[src/hw/rtl/svmps_pkg.sv]
// ----------------------------------------------------------------------------
// svmps_pkg
// Shared types and constants for the service-mode programming sequencer.
// ----------------------------------------------------------------------------
`default_nettype none

package svmps_pkg;

  localparam int unsigned CfgDataW = 11;
  localparam int unsigned CfgIdxW  = 3;

  // Probe position that stands for "verify the whole byte"
  localparam logic [3:0] ProbeByte = 4'd8;
  // Highest bit probed by a byte read
  localparam logic [3:0] ProbeTop  = 4'd7;

  // Operation codes
  typedef enum logic [1:0] {
    OP_WBYTE = 2'd0,
    OP_WBIT  = 2'd1,
    OP_RBYTE = 2'd2,
    OP_RBIT  = 2'd3
  } op_e;

  // Register indexes on the configuration port
  typedef enum logic [CfgIdxW-1:0] {
    REG_OPERATION = 3'd0,
    REG_CV_NUMBER = 3'd1,
    REG_WR_VALUE  = 3'd2,
    REG_BIT_INDEX = 3'd3,
    REG_BIT_VALUE = 3'd4,
    REG_FIRST_RST = 3'd5,
    REG_CMD_RPT   = 3'd6,
    REG_TRAIL_RST = 3'd7
  } reg_idx_e;

  // Track packet kinds
  typedef enum logic [2:0] {
    KIND_NONE  = 3'd0,
    KIND_RESET = 3'd1,
    KIND_WBYTE = 3'd2,
    KIND_WBIT  = 3'd3,
    KIND_VBIT  = 3'd4,
    KIND_VBYTE = 3'd5
  } kind_e;

  // Sequence phase, one-hot
  typedef enum logic [3:0] {
    PH_IDLE   = 4'b0001,
    PH_RESET1 = 4'b0010,
    PH_CMD    = 4'b0100,
    PH_RESET2 = 4'b1000
  } phase_e;

  typedef struct packed {
    op_e        operation;
    logic [10:0] cv_number;
    logic [7:0] write_value;
    logic [2:0] bit_index;
    logic       bit_value;
    logic [7:0] first_resets;
    logic [7:0] command_repeats;
    logic [7:0] trailing_resets;
  } cfg_t;

  typedef struct packed {
    logic mode;
    logic ack_seen;
  } item_t;

  typedef struct packed {
    kind_e       packet_kind;
    logic [10:0] packet_cv_number;
    logic [7:0]  packet_byte;
    logic [2:0]  packet_bit_index;
    logic        packet_bit_value;
    logic        rearm_ack;
    logic        busy_res;
    logic        finished;
    logic        success;
    logic [7:0]  result_value;
  } result_t;

endpackage

`default_nettype wire

[src/hw/rtl/svmps_cfg.sv]
// ----------------------------------------------------------------------------
// svmps_cfg
// Configuration register file; writes are dropped while an operation runs.
// ----------------------------------------------------------------------------
`default_nettype none

module svmps_cfg
  import svmps_pkg::*;
(
  input  wire logic                clk_i,
  input  wire logic                rst_ni,
  input  wire logic                cfg_we_i,
  input  wire reg_idx_e            cfg_idx_i,
  input  wire logic [CfgDataW-1:0] cfg_data_i,
  input  wire logic                idle_i,
  output cfg_t                     cfg_o
);

  cfg_t cfg_q, cfg_d;

  // Register decode
  always_comb begin
    cfg_d = cfg_q;
    if (cfg_we_i && idle_i) begin
      unique case (cfg_idx_i)
        REG_OPERATION: cfg_d.operation       = op_e'(cfg_data_i[1:0]);
        REG_CV_NUMBER: cfg_d.cv_number       = cfg_data_i[10:0];
        REG_WR_VALUE:  cfg_d.write_value     = cfg_data_i[7:0];
        REG_BIT_INDEX: cfg_d.bit_index       = cfg_data_i[2:0];
        REG_BIT_VALUE: cfg_d.bit_value       = cfg_data_i[0];
        REG_FIRST_RST: cfg_d.first_resets    = cfg_data_i[7:0];
        REG_CMD_RPT:   cfg_d.command_repeats = cfg_data_i[7:0];
        REG_TRAIL_RST: cfg_d.trailing_resets = cfg_data_i[7:0];
        default:       cfg_d = cfg_q;
      endcase
    end
  end

  always_ff @(posedge clk_i or negedge rst_ni) begin
    if (!rst_ni) begin
      cfg_q.operation       <= OP_WBYTE;
      cfg_q.cv_number       <= 11'd1;
      cfg_q.write_value     <= 8'd0;
      cfg_q.bit_index       <= 3'd0;
      cfg_q.bit_value       <= 1'b0;
      cfg_q.first_resets    <= 8'd20;
      cfg_q.command_repeats <= 8'd5;
      cfg_q.trailing_resets <= 8'd5;
    end else begin
      cfg_q <= cfg_d;
    end
  end

  assign cfg_o = cfg_q;

endmodule

`default_nettype wire

[src/hw/rtl/svmps_seq.sv]
// ----------------------------------------------------------------------------
// svmps_seq
// Sequence state and the single-step logic that turns one word into a packet.
// ----------------------------------------------------------------------------
`default_nettype none

module svmps_seq
  import svmps_pkg::*;
(
  input  wire logic  clk_i,
  input  wire logic  rst_ni,
  input  wire logic  fire_i,
  input  wire item_t item_i,
  input  wire cfg_t  cfg_i,
  output result_t    res_o,
  output logic       idle_o
);

  phase_e     phase_q, phase_d;
  logic [7:0] left_q, left_d;
  logic [3:0] pbit_q, pbit_d;
  logic       pval_q, pval_d;
  logic [7:0] value_q, value_d;
  logic       ackg_q, ackg_d;
  logic       outc_q, outc_d;

  // Values after the acknowledge has been taken in
  phase_e     phase_m;
  logic [7:0] left_m;
  logic [7:0] value_m;
  logic       ackg_m;

  kind_e      kind;
  logic [7:0] pkt_byte;
  logic [2:0] pkt_bi;
  logic       pkt_bv;
  logic       rearm;
  logic       fin;
  logic       is_rb, is_rbit;

  assign is_rb   = (cfg_i.operation == OP_RBYTE);
  assign is_rbit = (cfg_i.operation == OP_RBIT);

  always_comb begin
    phase_d  = phase_q;
    left_d   = left_q;
    pbit_d   = pbit_q;
    pval_d   = pval_q;
    value_d  = value_q;
    ackg_d   = ackg_q;
    outc_d   = outc_q;
    phase_m  = phase_q;
    left_m   = left_q;
    value_m  = value_q;
    ackg_m   = ackg_q;
    kind     = KIND_NONE;
    pkt_byte = 8'd0;
    pkt_bi   = 3'd0;
    pkt_bv   = 1'b0;
    rearm    = 1'b0;
    fin      = 1'b0;

    if (item_i.mode) begin
      // start, only taken while idle
      if (phase_q == PH_IDLE) begin
        phase_d = PH_RESET1;
        left_d  = cfg_i.first_resets;
        ackg_d  = 1'b0;
        outc_d  = 1'b0;
        value_d = 8'd0;
        pbit_d  = is_rbit ? {1'b0, cfg_i.bit_index} : 4'd0;
        pval_d  = 1'b0;
      end
    end else if (phase_q == PH_RESET1) begin
      // leading resets
      kind = KIND_RESET;
      if (left_q <= 8'd1) begin
        rearm   = 1'b1;
        phase_d = PH_CMD;
        left_d  = cfg_i.command_repeats;
        if (is_rb) begin
          pbit_d = ProbeTop;
          pval_d = 1'b1;
        end else if (is_rbit) begin
          pval_d = 1'b0;
        end
      end else begin
        left_d = left_q - 8'd1;
      end
    end else if (phase_q != PH_IDLE) begin
      // take in the acknowledge
      if (item_i.ack_seen) begin
        if (is_rb && !pbit_q[3]) begin
          value_m = value_q | (8'd1 << pbit_q[2:0]);
        end else begin
          phase_m = PH_RESET2;
          left_m  = 8'd0;
          ackg_m  = 1'b1;
          if (is_rbit) value_m = {7'd0, pval_q};
        end
      end
      value_d = value_m;
      ackg_d  = ackg_m;
      phase_d = phase_m;
      left_d  = left_m;

      priority if (phase_m == PH_CMD) begin
        // command run
        unique case (cfg_i.operation)
          OP_WBYTE: begin
            kind     = KIND_WBYTE;
            pkt_byte = cfg_i.write_value;
          end
          OP_WBIT: begin
            kind   = KIND_WBIT;
            pkt_bi = cfg_i.bit_index;
            pkt_bv = cfg_i.bit_value;
          end
          OP_RBYTE: begin
            if (pbit_q[3]) begin
              kind     = KIND_VBYTE;
              pkt_byte = value_m;
            end else begin
              kind   = KIND_VBIT;
              pkt_bi = pbit_q[2:0];
              pkt_bv = pval_q;
            end
          end
          default: begin
            kind   = KIND_VBIT;
            pkt_bi = pbit_q[2:0];
            pkt_bv = pval_q;
          end
        endcase
        if (left_m <= 8'd1) begin
          phase_d = PH_RESET2;
          left_d  = cfg_i.trailing_resets;
        end else begin
          left_d = left_m - 8'd1;
        end
      end else if (left_m != 8'd0) begin
        // trailing resets
        kind   = KIND_RESET;
        left_d = left_m - 8'd1;
        if (left_m == 8'd1 && is_rb) rearm = 1'b1;
      end else if (is_rb && pbit_q != 4'd0 && !pbit_q[3]) begin
        // next lower bit probe
        pbit_d = pbit_q - 4'd1;
        pval_d = 1'b1;
        kind   = KIND_VBIT;
        pkt_bi = pbit_d[2:0];
        pkt_bv = 1'b1;
        if (cfg_i.command_repeats <= 8'd1) begin
          phase_d = PH_RESET2;
          left_d  = cfg_i.trailing_resets;
        end else begin
          phase_d = PH_CMD;
          left_d  = cfg_i.command_repeats - 8'd1;
        end
      end else if (is_rb && pbit_q == 4'd0) begin
        // verify the assembled byte
        pbit_d   = ProbeByte;
        kind     = KIND_VBYTE;
        pkt_byte = value_m;
        if (cfg_i.command_repeats <= 8'd1) begin
          phase_d = PH_RESET2;
          left_d  = cfg_i.trailing_resets;
        end else begin
          phase_d = PH_CMD;
          left_d  = cfg_i.command_repeats - 8'd1;
        end
      end else if (is_rbit && !ackg_m && !pval_q) begin
        // bit read: no ack on 0, try 1
        pval_d  = 1'b1;
        kind    = KIND_VBIT;
        pkt_bi  = pbit_q[2:0];
        pkt_bv  = 1'b1;
        phase_d = PH_CMD;
        left_d  = cfg_i.command_repeats;
      end else begin
        // done
        outc_d  = ackg_m;
        phase_d = PH_IDLE;
        left_d  = 8'd0;
        fin     = 1'b1;
      end
    end
  end

  // Result word
  always_comb begin
    res_o.packet_kind      = kind;
    res_o.packet_cv_number = (kind == KIND_NONE || kind == KIND_RESET) ? 11'd0
                                                                      : cfg_i.cv_number;
    res_o.packet_byte      = pkt_byte;
    res_o.packet_bit_index = pkt_bi;
    res_o.packet_bit_value = pkt_bv;
    res_o.rearm_ack        = rearm;
    res_o.busy_res         = (phase_d != PH_IDLE);
    res_o.finished         = fin;
    res_o.success          = outc_d;
    res_o.result_value     = value_d;
  end

  always_ff @(posedge clk_i or negedge rst_ni) begin
    if (!rst_ni) begin
      phase_q <= PH_IDLE;
      left_q  <= 8'd0;
      pbit_q  <= 4'd0;
      pval_q  <= 1'b0;
      value_q <= 8'd0;
      ackg_q  <= 1'b0;
      outc_q  <= 1'b0;
    end else if (fire_i) begin
      phase_q <= phase_d;
      left_q  <= left_d;
      pbit_q  <= pbit_d;
      pval_q  <= pval_d;
      value_q <= value_d;
      ackg_q  <= ackg_d;
      outc_q  <= outc_d;
    end
  end

  assign idle_o = (phase_q == PH_IDLE);

endmodule

`default_nettype wire

[src/hw/rtl/service_mode_programming_sequencer.sv]
// ----------------------------------------------------------------------------
// service_mode_programming_sequencer
// Service-mode direct programming sequencer: at most one track packet per word.
// ----------------------------------------------------------------------------
//  channel | direction | handshake               | payload
//  --------+-----------+-------------------------+-----------------------
//  in      | input     | in_valid_i/in_ready_o   | in_data_i  (item_t)
//  out     | output    | out_valid_o/out_ready_i | out_data_o (result_t)
//  cfg     | input     | cfg_we_i                | cfg_idx_i, cfg_data_i
//
//  A word is held in the input register, is stepped through the sequence
//  logic and lands in the output register; one word per cycle is sustained
//  while the output is not stalled. Reset clears the valid flags, the sequence
//  state and the configuration registers to their defaults. A stalled output
//  holds the output register and a full input register; an empty one still fills.
// ----------------------------------------------------------------------------
`default_nettype none

module service_mode_programming_sequencer
  import svmps_pkg::*;
(
  input  wire logic                clk_i,
  input  wire logic                rst_ni,
  input  wire logic                in_valid_i,
  output logic                     in_ready_o,
  input  wire item_t               in_data_i,
  output logic                     out_valid_o,
  input  wire logic                out_ready_i,
  output result_t                  out_data_o,
  input  wire logic                cfg_we_i,
  input  wire reg_idx_e            cfg_idx_i,
  input  wire logic [CfgDataW-1:0] cfg_data_i
);

  logic    in_vld_q;
  item_t   in_q;
  logic    out_vld_q;
  result_t out_q;
  logic    adv;
  logic    fire;
  logic    idle;
  cfg_t    cfg;
  result_t res;

  assign adv        = !out_vld_q || out_ready_i;
  assign fire       = adv && in_vld_q;
  assign in_ready_o = !in_vld_q || adv;

  svmps_cfg u_cfg (
    .clk_i      (clk_i),
    .rst_ni     (rst_ni),
    .cfg_we_i   (cfg_we_i),
    .cfg_idx_i  (cfg_idx_i),
    .cfg_data_i (cfg_data_i),
    .idle_i     (idle),
    .cfg_o      (cfg)
  );

  svmps_seq u_seq (
    .clk_i  (clk_i),
    .rst_ni (rst_ni),
    .fire_i (fire),
    .item_i (in_q),
    .cfg_i  (cfg),
    .res_o  (res),
    .idle_o (idle)
  );

  // Input register
  always_ff @(posedge clk_i or negedge rst_ni) begin
    if (!rst_ni) begin
      in_vld_q <= 1'b0;
    end else if (in_ready_o) begin
      in_vld_q <= in_valid_i;
    end
  end

  always_ff @(posedge clk_i) begin
    if (in_ready_o) begin
      in_q <= in_data_i;
    end
  end

  // Output register
  always_ff @(posedge clk_i or negedge rst_ni) begin
    if (!rst_ni) begin
      out_vld_q <= 1'b0;
    end else if (adv) begin
      out_vld_q <= in_vld_q;
    end
  end

  always_ff @(posedge clk_i) begin
    if (fire) begin
      out_q <= res;
    end
  end

  assign out_valid_o = out_vld_q;
  assign out_data_o  = out_q;

endmodule

`default_nettype wire

[config.mk]
export PLATFORM = sky130hd
export DESIGN_NAME = service_mode_programming_sequencer
export DESIGN_NICKNAME = d
export VERILOG_FILES = /design/src/hw/rtl/svmps_pkg.sv /design/src/hw/rtl/svmps_cfg.sv /design/src/hw/rtl/svmps_seq.sv /design/src/hw/rtl/service_mode_programming_sequencer.sv
export SDC_FILE = /design/constraint.sdc
export NUM_CORES = 1
export LEC_CHECK = 0
export ABC_AREA = 1
export BUFFER_PORTS_ARGS = -buffer_cell sky130_fd_sc_hd__buf_2
export CORE_MARGIN = 4
export CORE_UTILIZATION = 64
export CTS_BUF_LIST = sky130_fd_sc_hd__clkbuf_16
export CTS_CLUSTER_SIZE = 24
export DETAILED_ROUTE_END_ITERATION = 7
export PLACE_DENSITY = 0.91
export SETUP_SLACK_MARGIN = 0.02
export SYNTH_ARGS = -nofsm -noshare
export SYNTH_HDL_FRONTEND = slang
export SYNTH_SLANG_ARGS = --single-unit
[constraint.sdc]
create_clock -name clk_i -period 4.3 [get_ports clk_i]
set_clock_uncertainty 0.15 [all_clocks]
set_input_delay 0.43 -clock clk_i [delete_from_list [all_inputs] [get_ports clk_i]]
set_output_delay 0.43 -clock clk_i [all_outputs]
set_load 0.01 [all_outputs]
-- After elaboration in Yosys (flattened, before gate mapping)
Index checks and enable logic that the tools add are counted.
- flip-flop bits (word level): 118
- latch bits: 0
- bits in writable memories: 0
- ROM bits: 0
- input bits: 21
- output and inout bits: 40
- logic and storage cells: 223
- memories kept: 0
- add/subtract/negate cells: 4
- multiply operators: 0
- div/mod/pow operators: 0
- order comparisons: 3
- equality and inequality tests: 25
- shifts and indexed selects: 1
- muxes and demuxes: 118
- bitwise logic cells: 2
- reduce and logical (&&, ||, !) cells: 41
- operators with widths (cell ; number):
    two-way mux 8 bit ; 29
    two-way mux 4 bit ; 26
    two-way mux 3 bit ; 16
    two-way mux 1 bit ; 43
    <= comparator 8 x 1 -> 1 bit (second input constant) ; 3
    subtractor 8 x 1 -> 8 bit (second input constant) ; 3
    one-hot mux 3 bit (3 select lines) ; 2
    one-hot mux 8 bit (2 select lines) ; 1
    AND reduction 2 bit ; 8
    == test 3 bit (second input constant) ; 4
    nonzero test 4 bit ; 3
    logical AND 1 bit ; 9
    != test 3 x 2 -> 1 bit (second input constant) ; 3
    AND reduction 9 bit ; 1
    == test 8 x 1 -> 1 bit (second input constant) ; 1
    != test 4 x 1 -> 1 bit (second input constant) ; 2
    != test 4 x 2 -> 1 bit (second input constant) ; 2
    bitwise OR 8 bit ; 1
    AND reduction 8 bit ; 1
    nonzero test 8 bit ; 1
    << shifter 1 x 3 -> 8 bit (first input constant) ; 1
    OR reduction 7 bit ; 1
    == test 3 x 1 -> 1 bit (second input constant) ; 2
    == test 3 x 2 -> 1 bit (second input constant) ; 2
    other kinds (21) ; 29

-- Logic depth before layout (Yosys ltp)
- depth in word-level cells: 20
- mapped depth: 17
- gate-level depth less buffers: 16

-- Hierarchy
A second synthesis with hierarchy kept.
- cells, all modules: 911
- area, all modules: 6885.4 um2
- modules (own cells, without submodules) (module ; instances ; cells an instance ; area each (um2) ; sequential area each (um2)):
    svmps_seq ; 1 ; 635 ; 3538.4 ; 676.9
    svmps_cfg ; 1 ; 226 ; 2058.2 ; 1234.9
    service_mode_programming_sequencer ; 1 ; 50 ; 1288.7 ; 1251.2

-- Worst setup path before layout
OpenSTA, ideal clock, no wires.
- path kind: register to register
- start point: register u_cfg.cfg_q, in the netlist u_cfg.cfg_o[47]
- end point: register out_q, in the netlist out_data_o[10] (data pin)
- library setup time: 0.259 ns
- arrival: 1.977 ns
- data required time: 3.891 ns
- slack: 1.914 ns
- cell stages (with the launch flop): 16
- buffers on the path: 2
- clock period less this slack: 2.386 ns
- cells stage by stage: dfrtp_1 > inv_2 > nand3_4 > nand2_8 > inv_1 > nor2_1 > inv_1 > ha_1 > buf_2 > nand3_4 > buf_6 > nand3_1 > nand3_1 > o21ai_2 > inv_1 > nand3_1
- RTL lines (item ; line ; source):
    start: declaration ; svmps_cfg.sv:19 ; cfg_t cfg_q, cfg_d;
    start signal: assignment ; svmps_cfg.sv:50 ; cfg_q <= cfg_d;
    end signal: assignment ; service_mode_programming_sequencer.sv:95 ; out_q <= res;
    end: declaration ; service_mode_programming_sequencer.sv:38 ; result_t out_q;

==> impl_metrics.csv <==
group,metric,value,unit
outcome,status,"completed",
synth,seq_area_frac_synth,0.467,
setup_path,path_cells,"nand3_4 -> nand2_8 -> inv_1 -> nor2_1 -> inv_1 -> ha_1 -> nand3_4 -> nand2_2 -> a21oi_1 -> nand2_1 -> nand2_1 -> nand2_1 -> nand3_1",
drt,drtIter0Drc,779,
setup_path,critPathBufInv,2,
synth,synth_simple_gate_area_share,0.285,
synth,synth_area,6770,µm²
synth,muxShareOfSynthArea,0,
finish,ff_latch_area,3160,µm²
timing,slew_viol_final,0,
timing,slew_headroom,0.329,
drt,num_vias,6345,
finish,diodes,0,
drt,totalWireLength,18.8,mm
cts,cts_max_level,4,
pwr,p_per_area,753,nW/µm²
synth,ys.warnings.count,0,
global_routing,antenna_found_initial,0,
drt,ant_nets,0,
setup_path,cp.arrival,3.22,ns
synth,synth_seq_cells,118,
placed_design,gp_congestion,0.982,
drt,wl_per_cell,17.6,µm
synth,syn_nets,898,
pwr,switching_share,0.440,
setup_path,cp_slowest_cell,"dfrtp_1",
floorplanning,die_x,111,µm
setup_path,max_stage_delay,0.54,ns
finish,area.growth.synth_to_final,13.6,%
setup_path,criticalPathCategory,"reg -> reg",
cts,cts_made_buffers,17,
cts,postCtsSetupRepairBufs,0,
finish,finalNetCount,954,
drt,drc,0,
pwr,pwr-share-clk,0.241,
floorplanning,ios,61,
pwr,p_comb_frac,0.412,
cts,cts_root_buf,"clkbuf_16",
synth,synth_cell_types,44,
setup_path,end_kind,"flip-flop",
timing,rsz0062_at_grt,"false",
timing,period_minus_slack,3.10,ns
finish,multi_input_area,3050,µm²
global_routing,grt_max_degree,79,
floorplanning,start_util,0.655,
pwr,power.internal,3240,µW
timing,fmax,323,MHz
setup_path,cp-start-kind,"flip-flop",
drt,vias_per_cell,5.92,
job,max_cap_viol_count,0,
pwr,p_leak,0.00367,µW
finish,fin_area,7690,µm²
placed_design,pre_cts_ws,1.31,ns
floorplanning,die_area,12300,µm²
min_path,holdCritPathClass,"in -> async",
setup_path,worstPathMaxFanout,18,
timing,totalNegativeSetupSlack,0,ns
timing,tightest_slew,1.01,ns
timing,timing.hold.ws,0.0250,ns
cts,post_cts_resized,0,
synth,synth_compound_area_frac,0.140,
cts,hold_buffers,0,
floorplanning,die_y,111,µm
cts,clkLatencyLatePin,0.43,ns
pwr,seqPwrFrac,0.347,
placed_design,place_hpwl,12.6,mm
timing,final_hold_viol_count,0,
cts,cts_tree,"yes",
placed_design,numPortBuffers,60,
cts,cts.sinks,118,
global_routing,grt_pass1_wl,30.5,mm
pwr,ir_worst_vdd,0.475,mV
drt,first_pass_iters,8,
finish,fin_util,0.745,
synth,synth_top_family_by_area,"simple AND/OR/NAND/NOR gates",
setup_path,required,4.43,ns
finish,fillCellCount,765,
global_routing,gr-usage-all-layers,0.313,
floorplanning,core,10300,µm²
synth,synth_cells,866,
synth,synthXorXnorAreaFrac,0.00518,
finish,layout-drive-gt1-share,0.144,
synth,yosys.area_share.adder,0.0203,
timing,timing.final.crit_share,0.720,
global_routing,overflow,0,
floorplanning,fp-row-count,37,
cts,cts.path.max_buffers,2,
global_routing,grt_pass1_vias,5896,
setup_path,critPathMostFrequentCell,"nand2_1",
synth,avgSynthCellArea,7.81,µm²
setup_path,critPathTopFamily,"simple AND/OR/NAND/NOR gates",
timing,setup_violations,0,
pwr,p_sw,2540,µW
cts,clkSlewWorstSetupHoldPaths,0.06,ns
timing,fin_ws,1.20,ns
placed_design,dpl_cell_area,7110,µm²
synth_stat cells, drive strengths merged:
master  count  share of area
o41ai       1         0.0013
nand4       6         0.0065
o21ai      90          0.068
clkbuf      7         0.0039
nand3      68          0.057
a21boi      5         0.0055
a21oi      42          0.031
or2         3         0.0028
a31oi       1        0.00093
o22ai      16          0.015
clkinv      1        0.00055
nor3        4         0.0030
o211ai     14          0.016
nand2     274           0.16
o21a        1         0.0011
dfstp       8          0.031
a22oi       1         0.0011
xor2        4         0.0052
nor2       73          0.051
o311ai      1         0.0013
edfxtp     40           0.18
buf        18          0.018
inv       106          0.059
ha         11          0.020
nand3b      1         0.0030
dfrtp      70           0.26
path summary, 6_finish.rpt:
| kind | slack [ns] | from | to | cells past startpoint |
|---|---|---|---|---|
| max | 1.20 | u_cfg.cfg_o[48]$_DFFE_PN0P_ | out_data_o[10]$_DFFE_PP_ | 13 |
| min | 0.03 | rst_ni | u_cfg.cfg_o[11]$_DFFE_PN0P_ | 1 |
| max reg2reg | 1.20 | u_cfg.cfg_o[48]$_DFFE_PN0P_ | out_data_o[10]$_DFFE_PP_ | 13 |
| min reg2reg | 0.34 | u_cfg.cfg_o[42]$_DFFE_PN0P_ | u_cfg.cfg_o[42]$_DFFE_PN0P_ | 2 |
| max in group asynchronous | 3.32 | rst_ni | u_seq.value_q[5]$_DFFE_PN0P_ | 1 |
| min in group clk_i | 0.03 | in_data_i[1] | in_q[1]$_DFFE_PP_ | 1 |
layer usage:
layer,GRT usage,routed length (µm),vias up
met5,0,0,-
met4,0.128,563,0
met3,0.0753,2120,53
met2,0.468,8450,439
met1,0.440,7660,2894
li1,-,-,2959
registers in the layout, indices dropped and copies added, names as in the netlist, 2 cells and up:
| register | cells |
|---|---|
| u_cfg.cfg_o | 49 |
| out_data_o | 38 |
| u_seq.left_q | 8 |
| u_seq.value_q | 8 |
| u_seq.pbit_q | 4 |
| u_seq.phase_q | 4 |
| in_q | 2 |
layout make-up:
class                   instances  share of cell area
clock inverters                13              0.0133
repair buffers                 62              0.0413
flip-flops and latches        118               0.412
clock buffers                  19              0.0619
inverters                     107              0.0526
multi-input cells             616               0.397
well taps                     136              0.0221
power groups by stage:
stage | Sequential [µW] | Clock (µW) | Combinational [µW]
6_report | 2010 | 1390 | 2380
3_5_place_dp | 1990 | 0 | 2290
2_1_floorplan | 1900 | 0 | 1790
5_1_grt | 2060 | 1460 | 2680
3_3_place_gp | 1980 | 0 | 2230
4_1_cts | 1990 | 1400 | 2330
stage by stage:
step                      total power, µW  instances
final                                5790       1071
after global routing                 6190       1071
after detailed placement             4280       1039
after floorplan                      3690        866
after global placement               4210       1039
after CTS                            5720       1071
cell families after synthesis:
family	count (synthesis)
and+or+nand+nor	429
DFF	118
buffers and inverters	132
xor gates and xnor gates	4
adders and majority gates	11
AOI/OAI and AO/OA	172
cell usage in the layout (no fill, tap or decap), drive strengths merged, types with 16 or more instances in the layout:
| cell type | instances |
|---|---|
| a21oi | 42 |
| inv | 109 |
| clkbuf | 19 |
| o21ai | 90 |
| edfxtp | 40 |
| buf | 62 |
| nor2 | 73 |
| nand3 | 68 |
| nand2 | 274 |
| o22ai | 16 |
| dfrtp | 70 |
Power figures use the tool's default switching activity.
